===== src/rtl/core/ffba_pkg.sv =====
// ffba_pkg: types, codes and defaults shared by the first-fit allocator files
// no dependencies

package ffba_pkg;

   localparam int MAX_EXTENTS_DEF = 32;
   localparam int POOL_UNITS_DEF  = 65536;

   localparam int START_W = 16;
   localparam int LEN_W   = 17;
   localparam int ENTRY_W = START_W + LEN_W;

   localparam logic [1:0] KIND_ALLOC   = 2'd0;
   localparam logic [1:0] KIND_FREE    = 2'd1;
   localparam logic [1:0] KIND_REALLOC = 2'd2;

   typedef enum logic [2:0] {
      STAT_OK       = 3'd0,
      STAT_NOSPACE  = 3'd1,
      STAT_NOTFOUND = 3'd2,
      STAT_FULL     = 3'd3,
      STAT_ZERO     = 3'd4
   } status_type;

   typedef enum logic [1:0] {
      MODE_FIT,
      MODE_END,
      MODE_GROW
   } mode_type;

   typedef enum logic [4:0] {
      S_IDLE, S_INIT, S_DECODE, S_U_RD, S_U_CK, S_F_RD, S_F_CK, S_TAKE,
      S_SH_RD, S_SH_WR, S_A_TAKE, S_A_PUT, S_FR_CHK, S_RA_CHK, S_RS_ACT,
      S_RG_ACT, S_RR_ACT, S_RR_REM, S_RR_PUT, S_RR_FREE, S_RA_UPD, S_DONE
   } state_type;

   typedef struct packed {
      logic               valid;
      status_type         status;
      logic [START_W-1:0] addr;
   } done_type;

endpackage


===== src/rtl/core/first_fit_block_allocator.sv =====
// first_fit_block_allocator: top level, pool size register, result register
// depends on ffba_pkg, ffba_seq, ffba_ram
//
//   channel | dir | beat
//   req_    | in  | kind, block_addr, addr_present, request_size
//   rsp_    | out | status, result_addr
//   csr_    | in  | pool_size
//
// a request scans list entries one by one, a read state then a check state each;
// compacting a list shifts entries one by one, a read then a write state each;
// the single read port of each list memory sets this pace
// after reset and after each pool_size write, S_INIT rebuilds the free list
// req_ready is low while a request is in work; a stalled rsp_ beat holds the next one

module first_fit_block_allocator import ffba_pkg::*; #(
   parameter int MAX_EXTENTS = MAX_EXTENTS_DEF,
   parameter int POOL_UNITS  = POOL_UNITS_DEF
) (
   input  logic        clock,
   input  logic        reset,
   input  logic        req_valid,
   output logic        req_ready,
   input  logic [1:0]  req_kind,
   input  logic [15:0] req_block_addr,
   input  logic        req_addr_present,
   input  logic [15:0] req_request_size,
   output logic        rsp_valid,
   input  logic        rsp_ready,
   output logic [2:0]  rsp_status,
   output logic [15:0] rsp_result_addr,
   input  logic        csr_valid,
   output logic        csr_ready,
   input  logic [16:0] csr_pool_size
);

   localparam logic [LEN_W:0] CAP = (LEN_W+1)'(POOL_UNITS) & ~(LEN_W+1)'(3);

   logic               idle, csr_go, req_go, out_free;
   logic [LEN_W-1:0]   pool_ff, pool_in;
   logic [LEN_W:0]     rounded;
   done_type           done;
   logic               rsp_valid_ff, rsp_valid_in;
   logic [2:0]         rsp_status_ff, rsp_status_in;
   logic [START_W-1:0] rsp_addr_ff, rsp_addr_in;

   assign csr_ready = idle;
   assign req_ready = idle && !csr_valid;
   assign csr_go    = csr_valid && csr_ready;
   assign req_go    = req_valid && req_ready;
   assign out_free  = !rsp_valid_ff || rsp_ready;
   assign rounded   = ({1'b0, csr_pool_size} + (LEN_W+1)'(3)) & ~(LEN_W+1)'(3);

   always_comb begin
      pool_in = pool_ff;
      if (csr_go) begin
         if (rounded < (LEN_W+1)'(4)) begin
            pool_in = LEN_W'(4);
         end else if (rounded > CAP) begin
            pool_in = CAP[LEN_W-1:0];
         end else begin
            pool_in = rounded[LEN_W-1:0];
         end
      end
      rsp_valid_in  = rsp_valid_ff && !rsp_ready;
      rsp_status_in = rsp_status_ff;
      rsp_addr_in   = rsp_addr_ff;
      if (done.valid) begin
         rsp_valid_in  = 1'b1;
         rsp_status_in = done.status;
         rsp_addr_in   = done.addr;
      end
   end

   always_ff @(posedge clock) begin
      if (reset) begin
         pool_ff      <= CAP[LEN_W-1:0];
         rsp_valid_ff <= 1'b0;
      end else begin
         pool_ff      <= pool_in;
         rsp_valid_ff <= rsp_valid_in;
      end
      rsp_status_ff <= rsp_status_in;
      rsp_addr_ff   <= rsp_addr_in;
   end

   ffba_seq #(.MAX_EXTENTS(MAX_EXTENTS)) u_seq (
      .clock(clock),
      .reset(reset),
      .init(csr_go),
      .go(req_go),
      .kind(req_kind),
      .block_addr(req_block_addr),
      .addr_present(req_addr_present),
      .request_size(req_request_size),
      .pool(pool_ff),
      .out_free(out_free),
      .idle(idle),
      .done(done)
   );

   assign rsp_valid       = rsp_valid_ff;
   assign rsp_status      = rsp_status_ff;
   assign rsp_result_addr = rsp_addr_ff;

endmodule


===== src/rtl/core/ffba_ram.sv =====
// ffba_ram: one write port, one registered read port extent store
// depends on ffba_pkg

module ffba_ram import ffba_pkg::*; #(
   parameter int DEPTH = MAX_EXTENTS_DEF
) (
   input  logic                     clock,
   input  logic                     we,
   input  logic [$clog2(DEPTH)-1:0] waddr,
   input  logic [ENTRY_W-1:0]       wdata,
   input  logic [$clog2(DEPTH)-1:0] raddr,
   output logic [ENTRY_W-1:0]       rdata
);

   logic [ENTRY_W-1:0] mem [DEPTH];
   logic [ENTRY_W-1:0] rdata_ff;

   always_ff @(posedge clock) begin
      if (we) begin
         mem[waddr] <= wdata;
      end
      rdata_ff <= mem[raddr];
   end

   assign rdata = rdata_ff;

endmodule


===== src/rtl/core/ffba_seq.sv =====
// ffba_seq: sequencer that scans, edits and compacts the free and in-use lists
// depends on ffba_pkg and ffba_ram

module ffba_seq import ffba_pkg::*; #(
   parameter int MAX_EXTENTS = MAX_EXTENTS_DEF
) (
   input  logic               clock,
   input  logic               reset,
   input  logic               init,
   input  logic               go,
   input  logic [1:0]         kind,
   input  logic [15:0]        block_addr,
   input  logic               addr_present,
   input  logic [15:0]        request_size,
   input  logic [LEN_W-1:0]   pool,
   input  logic               out_free,
   output logic               idle,
   output done_type           done
);

   localparam int IW = (MAX_EXTENTS > 1) ? $clog2(MAX_EXTENTS) : 1;
   localparam int CW = $clog2(MAX_EXTENTS + 1);
   localparam logic [CW-1:0] CMAX = CW'(MAX_EXTENTS);

   state_type          state_ff, state_in, ret_ff, ret_in;
   mode_type           mode_ff, mode_in;
   status_type         status_ff, status_in;
   logic               sh_used_ff, sh_used_in, found_ff, found_in;
   logic [1:0]         kind_ff, kind_in;
   logic               present_ff, present_in;
   logic [LEN_W-1:0]   size_ff, size_in, hit_len_ff, hit_len_in, old_ff, old_in;
   logic [LEN_W-1:0]   end_ff, end_in, amt_ff, amt_in;
   logic [START_W-1:0] addr_ff, addr_in, hit_start_ff, hit_start_in, res_ff, res_in;
   logic [CW-1:0]      fc_ff, fc_in, uc_ff, uc_in, idx_ff, idx_in, idx_nx;
   logic [IW-1:0]      hit_idx_ff, hit_idx_in, u_ff, u_in;

   logic               f_we, u_we;
   logic [IW-1:0]      f_waddr, u_waddr, f_raddr, u_raddr;
   logic [ENTRY_W-1:0] f_wdata, u_wdata, f_rdata, u_rdata;
   logic [START_W-1:0] f_rstart, u_rstart;
   logic [LEN_W-1:0]   f_rlen, u_rlen, delta, rsize;
   logic               f_match;

   ffba_ram #(.DEPTH(MAX_EXTENTS)) u_free_ram (
      .clock(clock), .we(f_we), .waddr(f_waddr), .wdata(f_wdata),
      .raddr(f_raddr), .rdata(f_rdata)
   );

   ffba_ram #(.DEPTH(MAX_EXTENTS)) u_used_ram (
      .clock(clock), .we(u_we), .waddr(u_waddr), .wdata(u_wdata),
      .raddr(u_raddr), .rdata(u_rdata)
   );

   assign f_rstart = f_rdata[ENTRY_W-1:LEN_W];
   assign f_rlen   = f_rdata[LEN_W-1:0];
   assign u_rstart = u_rdata[ENTRY_W-1:LEN_W];
   assign u_rlen   = u_rdata[LEN_W-1:0];
   assign idx_nx   = idx_ff + CW'(1);
   assign delta    = old_ff - size_ff;
   assign rsize    = ({1'b0, request_size} + LEN_W'(3)) & ~LEN_W'(3);
   assign f_match  = ((mode_ff == MODE_END) || (f_rlen >= amt_ff)) &&
                     ((mode_ff == MODE_FIT) || ({1'b0, f_rstart} == end_ff));
   assign idle     = (state_ff == S_IDLE);

   always_ff @(posedge clock) begin
      if (reset) begin
         state_ff <= S_INIT;
         fc_ff    <= '0;
         uc_ff    <= '0;
      end else begin
         state_ff <= state_in;
         fc_ff    <= fc_in;
         uc_ff    <= uc_in;
      end
      ret_ff       <= ret_in;
      mode_ff      <= mode_in;
      status_ff    <= status_in;
      sh_used_ff   <= sh_used_in;
      found_ff     <= found_in;
      kind_ff      <= kind_in;
      present_ff   <= present_in;
      size_ff      <= size_in;
      hit_len_ff   <= hit_len_in;
      old_ff       <= old_in;
      end_ff       <= end_in;
      amt_ff       <= amt_in;
      addr_ff      <= addr_in;
      hit_start_ff <= hit_start_in;
      res_ff       <= res_in;
      idx_ff       <= idx_in;
      hit_idx_ff   <= hit_idx_in;
      u_ff         <= u_in;
   end

   always_comb begin
      state_in     = state_ff;
      ret_in       = ret_ff;
      mode_in      = mode_ff;
      status_in    = status_ff;
      sh_used_in   = sh_used_ff;
      found_in     = found_ff;
      kind_in      = kind_ff;
      present_in   = present_ff;
      size_in      = size_ff;
      hit_len_in   = hit_len_ff;
      old_in       = old_ff;
      end_in       = end_ff;
      amt_in       = amt_ff;
      addr_in      = addr_ff;
      hit_start_in = hit_start_ff;
      res_in       = res_ff;
      fc_in        = fc_ff;
      uc_in        = uc_ff;
      idx_in       = idx_ff;
      hit_idx_in   = hit_idx_ff;
      u_in         = u_ff;
      f_we         = 1'b0;
      u_we         = 1'b0;
      f_waddr      = hit_idx_ff;
      u_waddr      = u_ff;
      f_wdata      = {hit_start_ff, hit_len_ff};
      u_wdata      = {addr_ff, size_ff};
      f_raddr      = idx_ff[IW-1:0];
      u_raddr      = idx_ff[IW-1:0];
      done.valid   = 1'b0;
      done.status  = status_ff;
      done.addr    = (status_ff == STAT_OK) ? res_ff : '0;

      unique case (state_ff)
         S_IDLE: begin
            if (init) begin
               state_in = S_INIT;
            end else if (go) begin
               kind_in    = kind;
               addr_in    = block_addr;
               present_in = addr_present;
               size_in    = rsize;
               state_in   = S_DECODE;
            end
         end
         S_INIT: begin
            f_we     = 1'b1;
            f_waddr  = '0;
            f_wdata  = {START_W'(0), pool};
            fc_in    = CW'(1);
            uc_in    = '0;
            state_in = S_IDLE;
         end
         S_DECODE: begin
            status_in = STAT_OK;
            res_in    = '0;
            idx_in    = '0;
            if ((kind_ff == KIND_ALLOC) || (kind_ff == KIND_REALLOC)) begin
               if (size_ff == '0) begin
                  status_in = STAT_ZERO;
                  state_in  = S_DONE;
               end else if ((kind_ff == KIND_ALLOC) || !present_ff) begin
                  if (uc_ff >= CMAX) begin
                     status_in = STAT_FULL;
                     state_in  = S_DONE;
                  end else begin
                     mode_in  = MODE_FIT;
                     amt_in   = size_ff;
                     ret_in   = S_A_TAKE;
                     state_in = S_F_RD;
                  end
               end else begin
                  ret_in   = S_RA_CHK;
                  state_in = S_U_RD;
               end
            end else if ((kind_ff == KIND_FREE) && present_ff) begin
               ret_in   = S_FR_CHK;
               state_in = S_U_RD;
            end else begin
               state_in = S_DONE;
            end
         end
         S_U_RD: begin
            if (idx_ff >= uc_ff) begin
               found_in = 1'b0;
               state_in = ret_ff;
            end else begin
               state_in = S_U_CK;
            end
         end
         S_U_CK: begin
            if (u_rstart == addr_ff) begin
               found_in     = 1'b1;
               hit_idx_in   = idx_ff[IW-1:0];
               hit_start_in = u_rstart;
               hit_len_in   = u_rlen;
               state_in     = ret_ff;
            end else begin
               idx_in   = idx_nx;
               state_in = S_U_RD;
            end
         end
         S_F_RD: begin
            if (idx_ff >= fc_ff) begin
               found_in = 1'b0;
               state_in = ret_ff;
            end else begin
               state_in = S_F_CK;
            end
         end
         S_F_CK: begin
            if (f_match) begin
               found_in     = 1'b1;
               hit_idx_in   = idx_ff[IW-1:0];
               hit_start_in = f_rstart;
               hit_len_in   = f_rlen;
               state_in     = ret_ff;
            end else begin
               idx_in   = idx_nx;
               state_in = S_F_RD;
            end
         end
         S_TAKE: begin
            if (hit_len_ff == amt_ff) begin
               idx_in     = CW'(hit_idx_ff);
               sh_used_in = 1'b0;
               state_in   = S_SH_RD;
            end else begin
               f_we     = 1'b1;
               f_wdata  = {hit_start_ff + amt_ff[START_W-1:0], hit_len_ff - amt_ff};
               state_in = ret_ff;
            end
         end
         S_SH_RD: begin
            f_raddr = idx_nx[IW-1:0];
            u_raddr = idx_nx[IW-1:0];
            if (idx_nx >= (sh_used_ff ? uc_ff : fc_ff)) begin
               if (sh_used_ff) begin
                  uc_in = uc_ff - CW'(1);
               end else begin
                  fc_in = fc_ff - CW'(1);
               end
               state_in = ret_ff;
            end else begin
               state_in = S_SH_WR;
            end
         end
         S_SH_WR: begin
            f_we     = !sh_used_ff;
            u_we     = sh_used_ff;
            f_waddr  = idx_ff[IW-1:0];
            u_waddr  = idx_ff[IW-1:0];
            f_wdata  = f_rdata;
            u_wdata  = u_rdata;
            idx_in   = idx_nx;
            state_in = S_SH_RD;
         end
         S_A_TAKE: begin
            if (!found_ff) begin
               status_in = STAT_NOSPACE;
               state_in  = S_DONE;
            end else begin
               res_in   = hit_start_ff;
               ret_in   = S_A_PUT;
               state_in = S_TAKE;
            end
         end
         S_A_PUT: begin
            u_we     = 1'b1;
            u_waddr  = uc_ff[IW-1:0];
            u_wdata  = {res_ff, size_ff};
            uc_in    = uc_ff + CW'(1);
            state_in = S_DONE;
         end
         S_FR_CHK: begin
            if (!found_ff) begin
               status_in = STAT_NOTFOUND;
               state_in  = S_DONE;
            end else if (fc_ff >= CMAX) begin
               status_in = STAT_FULL;
               state_in  = S_DONE;
            end else begin
               f_we       = 1'b1;
               f_waddr    = fc_ff[IW-1:0];
               f_wdata    = {hit_start_ff, hit_len_ff};
               fc_in      = fc_ff + CW'(1);
               idx_in     = CW'(hit_idx_ff);
               sh_used_in = 1'b1;
               ret_in     = S_DONE;
               state_in   = S_SH_RD;
            end
         end
         S_RA_CHK: begin
            u_in   = hit_idx_ff;
            old_in = hit_len_ff;
            end_in = {1'b0, addr_ff} + hit_len_ff;
            res_in = addr_ff;
            idx_in = '0;
            if (!found_ff) begin
               status_in = STAT_NOTFOUND;
               state_in  = S_DONE;
            end else if (size_ff == hit_len_ff) begin
               state_in = S_DONE;
            end else if (size_ff < hit_len_ff) begin
               mode_in  = MODE_END;
               ret_in   = S_RS_ACT;
               state_in = S_F_RD;
            end else begin
               mode_in  = MODE_GROW;
               amt_in   = size_ff - hit_len_ff;
               ret_in   = S_RG_ACT;
               state_in = S_F_RD;
            end
         end
         S_RS_ACT: begin
            if (found_ff) begin
               f_we     = 1'b1;
               f_wdata  = {hit_start_ff - delta[START_W-1:0], hit_len_ff + delta};
               state_in = S_RA_UPD;
            end else if (fc_ff >= CMAX) begin
               status_in = STAT_FULL;
               state_in  = S_DONE;
            end else begin
               f_we     = 1'b1;
               f_waddr  = fc_ff[IW-1:0];
               f_wdata  = {addr_ff + size_ff[START_W-1:0], delta};
               fc_in    = fc_ff + CW'(1);
               state_in = S_RA_UPD;
            end
         end
         S_RG_ACT: begin
            if (found_ff) begin
               ret_in   = S_RA_UPD;
               state_in = S_TAKE;
            end else begin
               mode_in  = MODE_FIT;
               amt_in   = size_ff;
               idx_in   = '0;
               ret_in   = S_RR_ACT;
               state_in = S_F_RD;
            end
         end
         S_RR_ACT: begin
            if (!found_ff) begin
               status_in = STAT_NOSPACE;
               state_in  = S_DONE;
            end else if ((hit_len_ff != size_ff) && (fc_ff >= CMAX)) begin
               status_in = STAT_FULL;
               state_in  = S_DONE;
            end else begin
               res_in   = hit_start_ff;
               ret_in   = S_RR_REM;
               state_in = S_TAKE;
            end
         end
         S_RR_REM: begin
            idx_in     = CW'(u_ff);
            sh_used_in = 1'b1;
            ret_in     = S_RR_PUT;
            state_in   = S_SH_RD;
         end
         S_RR_PUT: begin
            u_we     = 1'b1;
            u_waddr  = uc_ff[IW-1:0];
            u_wdata  = {res_ff, size_ff};
            uc_in    = uc_ff + CW'(1);
            state_in = S_RR_FREE;
         end
         S_RR_FREE: begin
            f_we     = 1'b1;
            f_waddr  = fc_ff[IW-1:0];
            f_wdata  = {addr_ff, old_ff};
            fc_in    = fc_ff + CW'(1);
            state_in = S_DONE;
         end
         S_RA_UPD: begin
            u_we     = 1'b1;
            state_in = S_DONE;
         end
         S_DONE: begin
            if (out_free) begin
               done.valid = 1'b1;
               state_in   = S_IDLE;
            end
         end
         default: begin
            state_in = S_IDLE;
         end
      endcase
   end

endmodule


===== config.mk =====
export PLATFORM = sky130hd
export DESIGN_NAME = first_fit_block_allocator
export DESIGN_NICKNAME = d
export VERILOG_FILES = /design/src/rtl/core/ffba_pkg.sv /design/src/rtl/core/first_fit_block_allocator.sv /design/src/rtl/core/ffba_ram.sv /design/src/rtl/core/ffba_seq.sv
export SDC_FILE = /design/constraint.sdc
export NUM_CORES = 2
export LEC_CHECK = 0
export BUFFER_PORTS_ARGS = -buffer_cell sky130_fd_sc_hd__buf_2
export CAP_MARGIN = 10
export CORE_ASPECT_RATIO = 0.75
export CORE_MARGIN = 2
export CORE_UTILIZATION = 57
export DETAILED_ROUTE_END_ITERATION = 12
export GPL_ROUTABILITY_DRIVEN = 0
export PLACE_DENSITY = 0.85
export SYNTH_ARGS = -nofsm -noshare
export SYNTH_HDL_FRONTEND = slang
export SYNTH_SLANG_ARGS = --single-unit

===== constraint.sdc =====
create_clock -name clock -period 4.5 [get_ports clock]
set_clock_uncertainty 0.1 [all_clocks]
set_input_delay 1.125 -clock clock [delete_from_list [all_inputs] [get_ports clock]]
set_output_delay 1.125 -clock clock [all_outputs]
set_load 0.1 [all_outputs]

# After elaboration in Yosys (flattened, before gate mapping)
# Memories as Yosys holds them, arrays and structs flattened. A register that Yosys moved wholly into a read port is not among the register bits.
# Cells that the tools add are included.
[classes]
addsub = 15
magnitude_cmp = 9
n_eq_ne = 61
muxes = 135
bitwise_logic = 1
n_reduce_logical = 51
[op_table]
columns = ["operator", "n"]
rows = [
  ["17-bit 2-to-1 mux", 12],
  ["5-bit 2-to-1 mux", 40],
  ["33-bit one-hot mux with 5 select lines", 1],
  ["33-bit 2-to-1 mux", 3],
  ["5-bit one-hot mux with 18 select lines", 1],
  ["6-bit 2-to-1 mux", 14],
  ["16-bit 2-to-1 mux", 5],
  ["33-bit one-hot mux with 2 select lines", 1],
  ["16-bit one-hot mux with 4 select lines", 1],
  ["17-bit one-hot mux with 3 select lines", 1],
  ["17-bit subtractor", 3],
  ["6-bit one-hot mux with 8 select lines", 1],
  ["5-bit by 4-bit == test with 1-bit output (second input constant)", 8],
  ["5-bit one-hot mux with 7 select lines", 1],
  ["17-bit == test", 2],
  ["17-bit one-hot mux with 2 select lines", 1],
  ["3-bit 2-to-1 mux", 11],
  ["16-bit adder", 2],
  ["16-bit one-hot mux with 2 select lines", 1],
  ["5-bit == test (second input constant)", 6],
  ["6-bit one-hot mux with 5 select lines", 1],
  ["2-bit inequality test (second input constant)", 14],
  ["2-bit by 1-bit inequality test with 1-bit output (second input constant)", 13],
  ["5-bit one-hot mux with 5 select lines", 1],
  ["59 further kinds", 128],
]
[totals]
ff_bits = 216
ram_bits = 2112
input_bits = 57
out_inout_bits = 22
wordCells = 299
memories = 2
[memory_table]
columns = ["name", "words", "word_bits", "read_ports", "rd_clocked_by_memory_dff", "wr", "line", "text"]
rows = [
  ["u_seq.u_free_ram.mem", 32, 33, 1, 1, 1, "ffba_ram.sv:15", "logic [ENTRY_W-1:0] mem [DEPTH];"],
  ["u_seq.u_used_ram.mem", 32, 33, 1, 1, 1, "ffba_ram.sv:15", ""],
]

# Depth between registers and ports, before layout
[logic_depth]
depth_word = 6
depth_mapped = 18
ltp_nobuf = 18

# Hierarchy
# From an unflattened synthesis, not the netlist that was laid out.
[hier_totals]
hier_cells = 6737
area_unflattened_um2 = 102336.9
[modules_own_cells]
columns = ["module", "instances", "cells_each", "area_each_um2", "seq_area_each_um2"]
rows = [
  ["ffba_ram", 2, 2332, 41813.9, 32371.0],
  ["ffba_seq", 1, 1939, 17156.5, 5205.0],
  ["first_fit_block_allocator", 1, 134, 1552.7, 890.9],
]

# Worst setup path before layout
# No wires, ideal clock.
[synth_path]
kind = "reg-to-reg"
startpoint = "register u_seq.size_ff[2]"
endpoint = "memory u_seq.u_free_ram.mem[0][11] (netlist name) (data pin)"
setup_time_ns = 0.454
arrival_time_ns = 4.418
t_required_ns = 3.946
setup_slack_ns = -0.472
stages_incl_launch_ff = 15
path_buffers = 0
period_less_slack_ns = 4.972
cell_sequence = "edfxtp_1 -> ha_1 -> fa_1 -> nor2b_1 -> o31a_1 -> a21oi_1 -> ha_1 -> or4_1 -> o21bai_1 -> a41oi_1 -> o21ai_0 -> a21oi_1 -> xnor2_1 -> mux2i_1 -> o21ai_0"
[synth_via]
elab_chain_cells = 4
elab_cells_between_ends = 5
cone_classes = "add/sub (2); mux (3)"
[synth_rtl]
columns = ["element", "line", "text"]
rows = [
  ["start, declared", "ffba_seq.sv:31", "logic [LEN_W-1:0] size_ff, size_in, hit_len_ff, hit_len_in, old_ff, old_in;"],
  ["start signal, assigned", "ffba_seq.sv:82", "size_ff <= size_in;"],
  ["17-bit subtractor *", "ffba_seq.sv:59", "assign delta = old_ff - size_ff;"],
  ["17-bit adder or 33-bit 2-to-1 mux (tied branches)", "ffba_seq.sv:313, ffba_seq.sv:315", ""],
  ["33-bit 2-to-1 mux *", "ffba_seq.sv:311", "if (found_ff) begin"],
  ["33-bit one-hot mux with 5 select lines *", "ffba_seq.sv:129", "unique case (state_ff)"],
  ["net u_seq.f_wdata[11]", "ffba_seq.sv:39", "logic [ENTRY_W-1:0] f_wdata, u_wdata, f_rdata, u_rdata;"],
  ["end, declared", "ffba_ram.sv:15", ""],
]
# Mark *: on every way through the listed nets, which the timed path passes. The rest lies on a longest branch.

# Worst setup path in the final report
[layout_path]
startpoint = "register u_seq.old_ff[3]"
endpoint = "memory u_seq.u_free_ram.mem[1][16] (netlist name) (data pin)"
[layout_via]
elab_chain_cells = 4
elab_cells_between_ends = 5
cone_classes = "add/sub (2); mux (3)"
[layout_rtl]
columns = ["element", "line", "text"]
rows = [
  ["start, declared", "ffba_seq.sv:31", ""],
  ["start signal, assigned", "ffba_seq.sv:84", "old_ff <= old_in;"],
  ["17-bit subtractor *", "ffba_seq.sv:59", ""],
  ["17-bit adder or 33-bit 2-to-1 mux (tied branches)", "ffba_seq.sv:313, ffba_seq.sv:315", ""],
  ["33-bit 2-to-1 mux *", "ffba_seq.sv:311", ""],
  ["33-bit one-hot mux with 5 select lines *", "ffba_seq.sv:129", ""],
  ["net u_seq.f_wdata[16]", "ffba_seq.sv:39", ""],
]
# Marked as above.

==> reports/summary.json <==
{
  "synthesized_area_fraction_occupied_by_xor_and_xnor_cells": 0.01546,
  "total_power_density_per_cell_area_nw_per_um2": 687.4,
  "synthesis.nets": 5895,
  "post_route_cells_drive_above_1_share": 0.2604,
  "maxSlewHeadroom": 0.04445,
  "fillerInstances": 10511,
  "sequential_element_share_of_the_synthesized_area": 0.7076,
  "post-synth-top-area-fraction": 0.6878,
  "timing.fmax_ghz": 0.2124,
  "grt_pass1_vias": 60716,
  "static-leakage-power_uw": 0.03862,
  "slew_violations": 0,
  "met2_length_um": 135400,
  "dpl-instance-area_um2": 107500,
  "synth-edff-count": 2293,
  "total_nets_final": 6347,
  "initial_antenna_violation_count": 21,
  "synthCells": 5659,
  "worstPathArrival_ns": 5.21,
  "grt_first_pass_wirelength_um": 432500,
  "die-width_um": 487.9,
  "worst_r2r_startpoint": "u_seq.old_ff[3]$_DFFE_PP_",
  "cts-buffers-inserted": 211,
  "post-route-period-util": 1.046,
  "top_layer_used": "met5",
  "hold_class": "in -> reg",
  "design_area_um2": 115500,
  "area.growth.synth_to_final_pct": 15.34,
  "vdd_ir_drop_max_uv": 550.6,
  "worst-path-max-fanout": 8,
  "cpLargestDelayFamily": "compound AO/OA/AOI/OAI gates",
  "cts_hold_repair.buffers": 0,
  "fin_tns_setup_ns": -10.55,
  "timing.final.hold_violations": 0,
  "timing.critical_path.to_type": "flop",
  "syn_avg_cell_area_um2": 17.69,
  "floorplan.core_area_um2": 174900,
  "port-buffer-count": 78,
  "fp.dieArea_um2": 179000,
  "groute.usage.overall": 0.3396,
  "cts-root-buf": "clkbuf_16",
  "max_cap_violations": 0,
  "hold-path-endpoint": "u_seq.kind_ff[0]$_DFFE_PP_",
  "dominant_combinational_cell_family_by_area_after_synthesis": "multiplexers",
  "synth_area_leaders": "edfxtp_1, mux4_2, nand2_1",
  "initial_core_util": 0.5724,
  "io_pins": 79,
  "worst-path-stages": 19,
  "synth_compound_area_frac": 0.04214,
  "tritoncts": "built",
  "detailedRoute.firstIterationViolations": 12440,
  "wl_met3_um": 53400,
  "synth_simple_gate_area_frac": 0.05394,
  "drc": 33,
  "synthAdderAreaFrac": 0.02305,
  "hold_path_depth": 1,
  "tritoncts_num_sinks": 2392,
  "ratio_of_routed_vias_to_standard_cells": 7.171,
  "wirelength_um": 308200,
  "slowest_stage": "edfxtp_1",
  "outcome": "complete, but fails checks",
  "synth_flop_cell": "edfxtp_1",
  "max_slew.worst_pin.slew_ns": 1.418,
  "hpwlAfterDp_um": 181800,
  "hold_path_startpoint": "req_kind[0]",
  "setup_viol": 96,
  "wl_met1_um": 101200,
  "synthesis.yosys.warnings": 0,
  "first_pass_iters": 13,
  "min_period_ns": 4.709,
  "path_cells": "ha_4 > nor2b_4 > o31a_1 > o211ai_1 > a211o_1 > nand2_2 > xnor2_2 > inv_2 > ha_4 > a21oi_4 > and3b_2 > a311oi_4 > buf_4 > a211oi_4 > buf_6 > a211oi_4 > a21oi_2 > o32a_4 > clkbuf_16",
  "grt_start_max_net_pins": 100,
  "routed-via-count": 62182,
  "ys_async_sr_fraction": 0,
  "reg2reg_depth": 19,
  "row_count": 133,
  "wire_length_per_cell_after_detailed_routing_um": 35.55,
  "synth.area.mux_share": 0.1411,
  "die_ht_um": 366.9,
  "rsz_0062_raised_after_global_routing": "yes",
  "regToRegSetupSlack_ns": -0.21,
  "failing_checks": "DRC, setup timing",
  "worstPathBufferInverterCount": 4,
  "critPathRequiredTime_ns": 5.00,
  "post-synth-top-area-cell": "edfxtp_1",
  "ys_ff_latch": 2392,
  "synth_area_um2": 100100,
  "hold_ws_ns": 0.3411,
  "criticalPathCategory": "reg -> reg",
  "aggregate_global_routing_overflow": 0,
  "start_kind": "flop",
  "reg2reg_to": "u_seq.u_free_ram.mem[1][16]$_DFFE_PP_",
  "ant_nets": 0,
  "ctsLongestPathBuffers": 3,
  "clk_transition_reported_paths_ns": 0.07,
  "fin_ws_ns": -0.2092,
  "worst_skew_pair.late_latency_ns": 0.88,
  "netlist-cell-type-count": 77,
  "critical_path.max_stage_delay_ns": 0.46,
  "cts.htree.levels": 4
}
==> cells in the mapped netlist, drive strengths merged (10+ instances only) <==
library cell	count
o211ai	28
o31ai	10
nand2	604
o221ai	11
o21bai	18
nor3	44
nand4	26
nor4	16
xnor2	110
xor2	65
nor2	205
a211oi	14
o21ai	171
mux4	602
and2	28
inv	135
nor2b	22
nand3	194
and3	22
or3	13
o21a	19
mux2	35
clkbuf	118
nand2b	25
mux2i	17
a21oi	152
a22o	20
a21o	43
edfxtp	2293
a222oi	34
a22oi	34
ha	170
dfxtp	99
buf	138
==> worst max-delay path by stage <==
stage	slack [ns]	end	from
floorplan	-0.13	u_seq.u_used_ram.mem[20][0]$_DFFE_PP_	u_seq.state_ff[0]$_SDFFE_PP1P_
global placement	-0.07	u_seq.u_free_ram.mem[3][32]$_DFFE_PP_	u_seq.size_ff[2]$_DFFE_PP_
detailed placement	-0.19	u_seq.u_free_ram.mem[0][16]$_DFFE_PP_	u_seq.old_ff[2]$_DFFE_PP_
CTS	0.01	u_seq.u_free_ram.mem[0][32]$_DFFE_PP_	u_seq.old_ff[3]$_DFFE_PP_
global route	-0.23	u_seq.u_free_ram.mem[5][16]$_DFFE_PP_	u_seq.old_ff[2]$_DFFE_PP_
finish	-0.21	u_seq.u_free_ram.mem[1][16]$_DFFE_PP_	u_seq.old_ff[3]$_DFFE_PP_
==> what timing repair did <==
item,in CTS,in global routing
gates cloned,1,6
pin swaps,12,31
setup endpoints to repair,64,287
buffers inserted,13,16
resized for setup,9,70
==> through the flow <==
step / worst slack (ns) / std cells / total power, uW / util
6_report: -0.2092 / 8671 / 79380 / 0.6603
3_5_place_dp: -0.1870 / 8223 / 58670 / 0.6146
2_1_floorplan: -0.1325 / 5659 / 48330 / -
5_1_grt: -0.2272 / 8665 / 81270 / 0.6602
4_1_cts: 0.01271 / 8633 / 77930 / 0.6563
3_3_place_gp: -0.07378 / 8223 / 57500 / 0.6146
==> cells in the final DEF, fill, tap and decap left out, types with 24 or more instances in the layout <==
| cell | instances |
|---|---|
| dfxtp_1 | 99 |
| edfxtp_1 | 2293 |
| nand4_1 | 26 |
| buf_12 | 128 |
| o211ai_1 | 28 |
| mux2_2 | 35 |
| mux4_2 | 602 |
| nand2_1 | 601 |
| o21ai_0 | 121 |
| nor2_1 | 132 |
| nand2b_1 | 24 |
| a21o_1 | 43 |
| clkinv_2 | 33 |
| nand3_1 | 192 |
| inv_1 | 129 |
| clkbuf_1 | 45 |
| clkbuf_8 | 24 |
| clkinv_1 | 33 |
| ha_1 | 155 |
| clkbuf_16 | 220 |
| a22oi_1 | 34 |
| a222oi_1 | 34 |
| buf_4 | 271 |
| nor2_4 | 66 |
| xnor2_1 | 103 |
| and2_1 | 26 |
| o21ai_1 | 31 |
| a21oi_1 | 141 |
| nor3_1 | 40 |
| buf_2 | 78 |
| xor2_1 | 61 |
==> cells by family after synthesis <==
group | after synthesis
flops | 2392
simple gates | 1225
mux | 654
compound gates | 641
buf+inv | 393
fa+ha+maj | 179
xor+xnor | 175
==> registers in the layout (all words and copies together) (netlist names), 5 cells and up <==
name and cells:
u_seq.idx_ff 6, rsp_result_addr 16, u_seq.old_ff 17, u_seq.state_ff 5, u_seq.addr_ff 16, u_seq.fc_ff 6
u_seq.u_used_ram.rdata 33, u_seq.ret_ff 5, u_seq.hit_len_ff 17, u_seq.u_ff 5, pool_ff 15, u_seq.end_ff 17
u_seq.uc_ff 6, u_seq.u_free_ram.mem 1056, u_seq.size_ff 15, u_seq.res_ff 16, u_seq.amt_ff 17, u_seq.hit_idx_ff 5
u_seq.u_free_ram.rdata 33, u_seq.u_used_ram.mem 1056, u_seq.hit_start_ff 16
==> worst reg2reg max path: stages (launching register included) <==
cell and delay, ns:
edfxtp_1 0.46, ha_4 0.27, nor2b_4 0.12, o31a_1 0.27, o211ai_1 0.30, a211o_1 0.25
nand2_2 0.09, xnor2_2 0.21, inv_2 0.10, ha_4 0.30, a21oi_4 0.07, and3b_2 0.23
a311oi_4 0.30, buf_4 0.18, a211oi_4 0.08, buf_6 0.14, a211oi_4 0.29, a21oi_2 0.07
o32a_4 0.45, clkbuf_16 0.18
==> routing by layer <==
layer | vias up | global-route usage
li1 | 23596 | -
met1 | 30871 | 0.4580
met2 | 6351 | 0.4938
met3 | 1348 | 0.1300
met4 | 16 | 0.1517
met5 | - | 0.004294
==> area by class of cell <==
class                   count  area, um2  area share
diodes                     15      37.54   0.0003251
repair buffers            495       5276     0.04569
flip-flops and latches   2392      70840      0.6134
inverters                 137      514.2    0.004453
multi-input cells        2874      28740      0.2488
well taps                2362       2955     0.02559
clock buffers             284       5879     0.05091
clock inverters           112       1241     0.01075
==> power breakdown <==
group          leakage [uW]  switching (uW)  internal (uW)
Sequential           0.0215            1790          29300
Clock               0.00347            8410          10400
Combinational        0.0136           17700          11700
Total                0.0386           27900          51400
No activity file was read; power rests on OpenSTA's default activity.
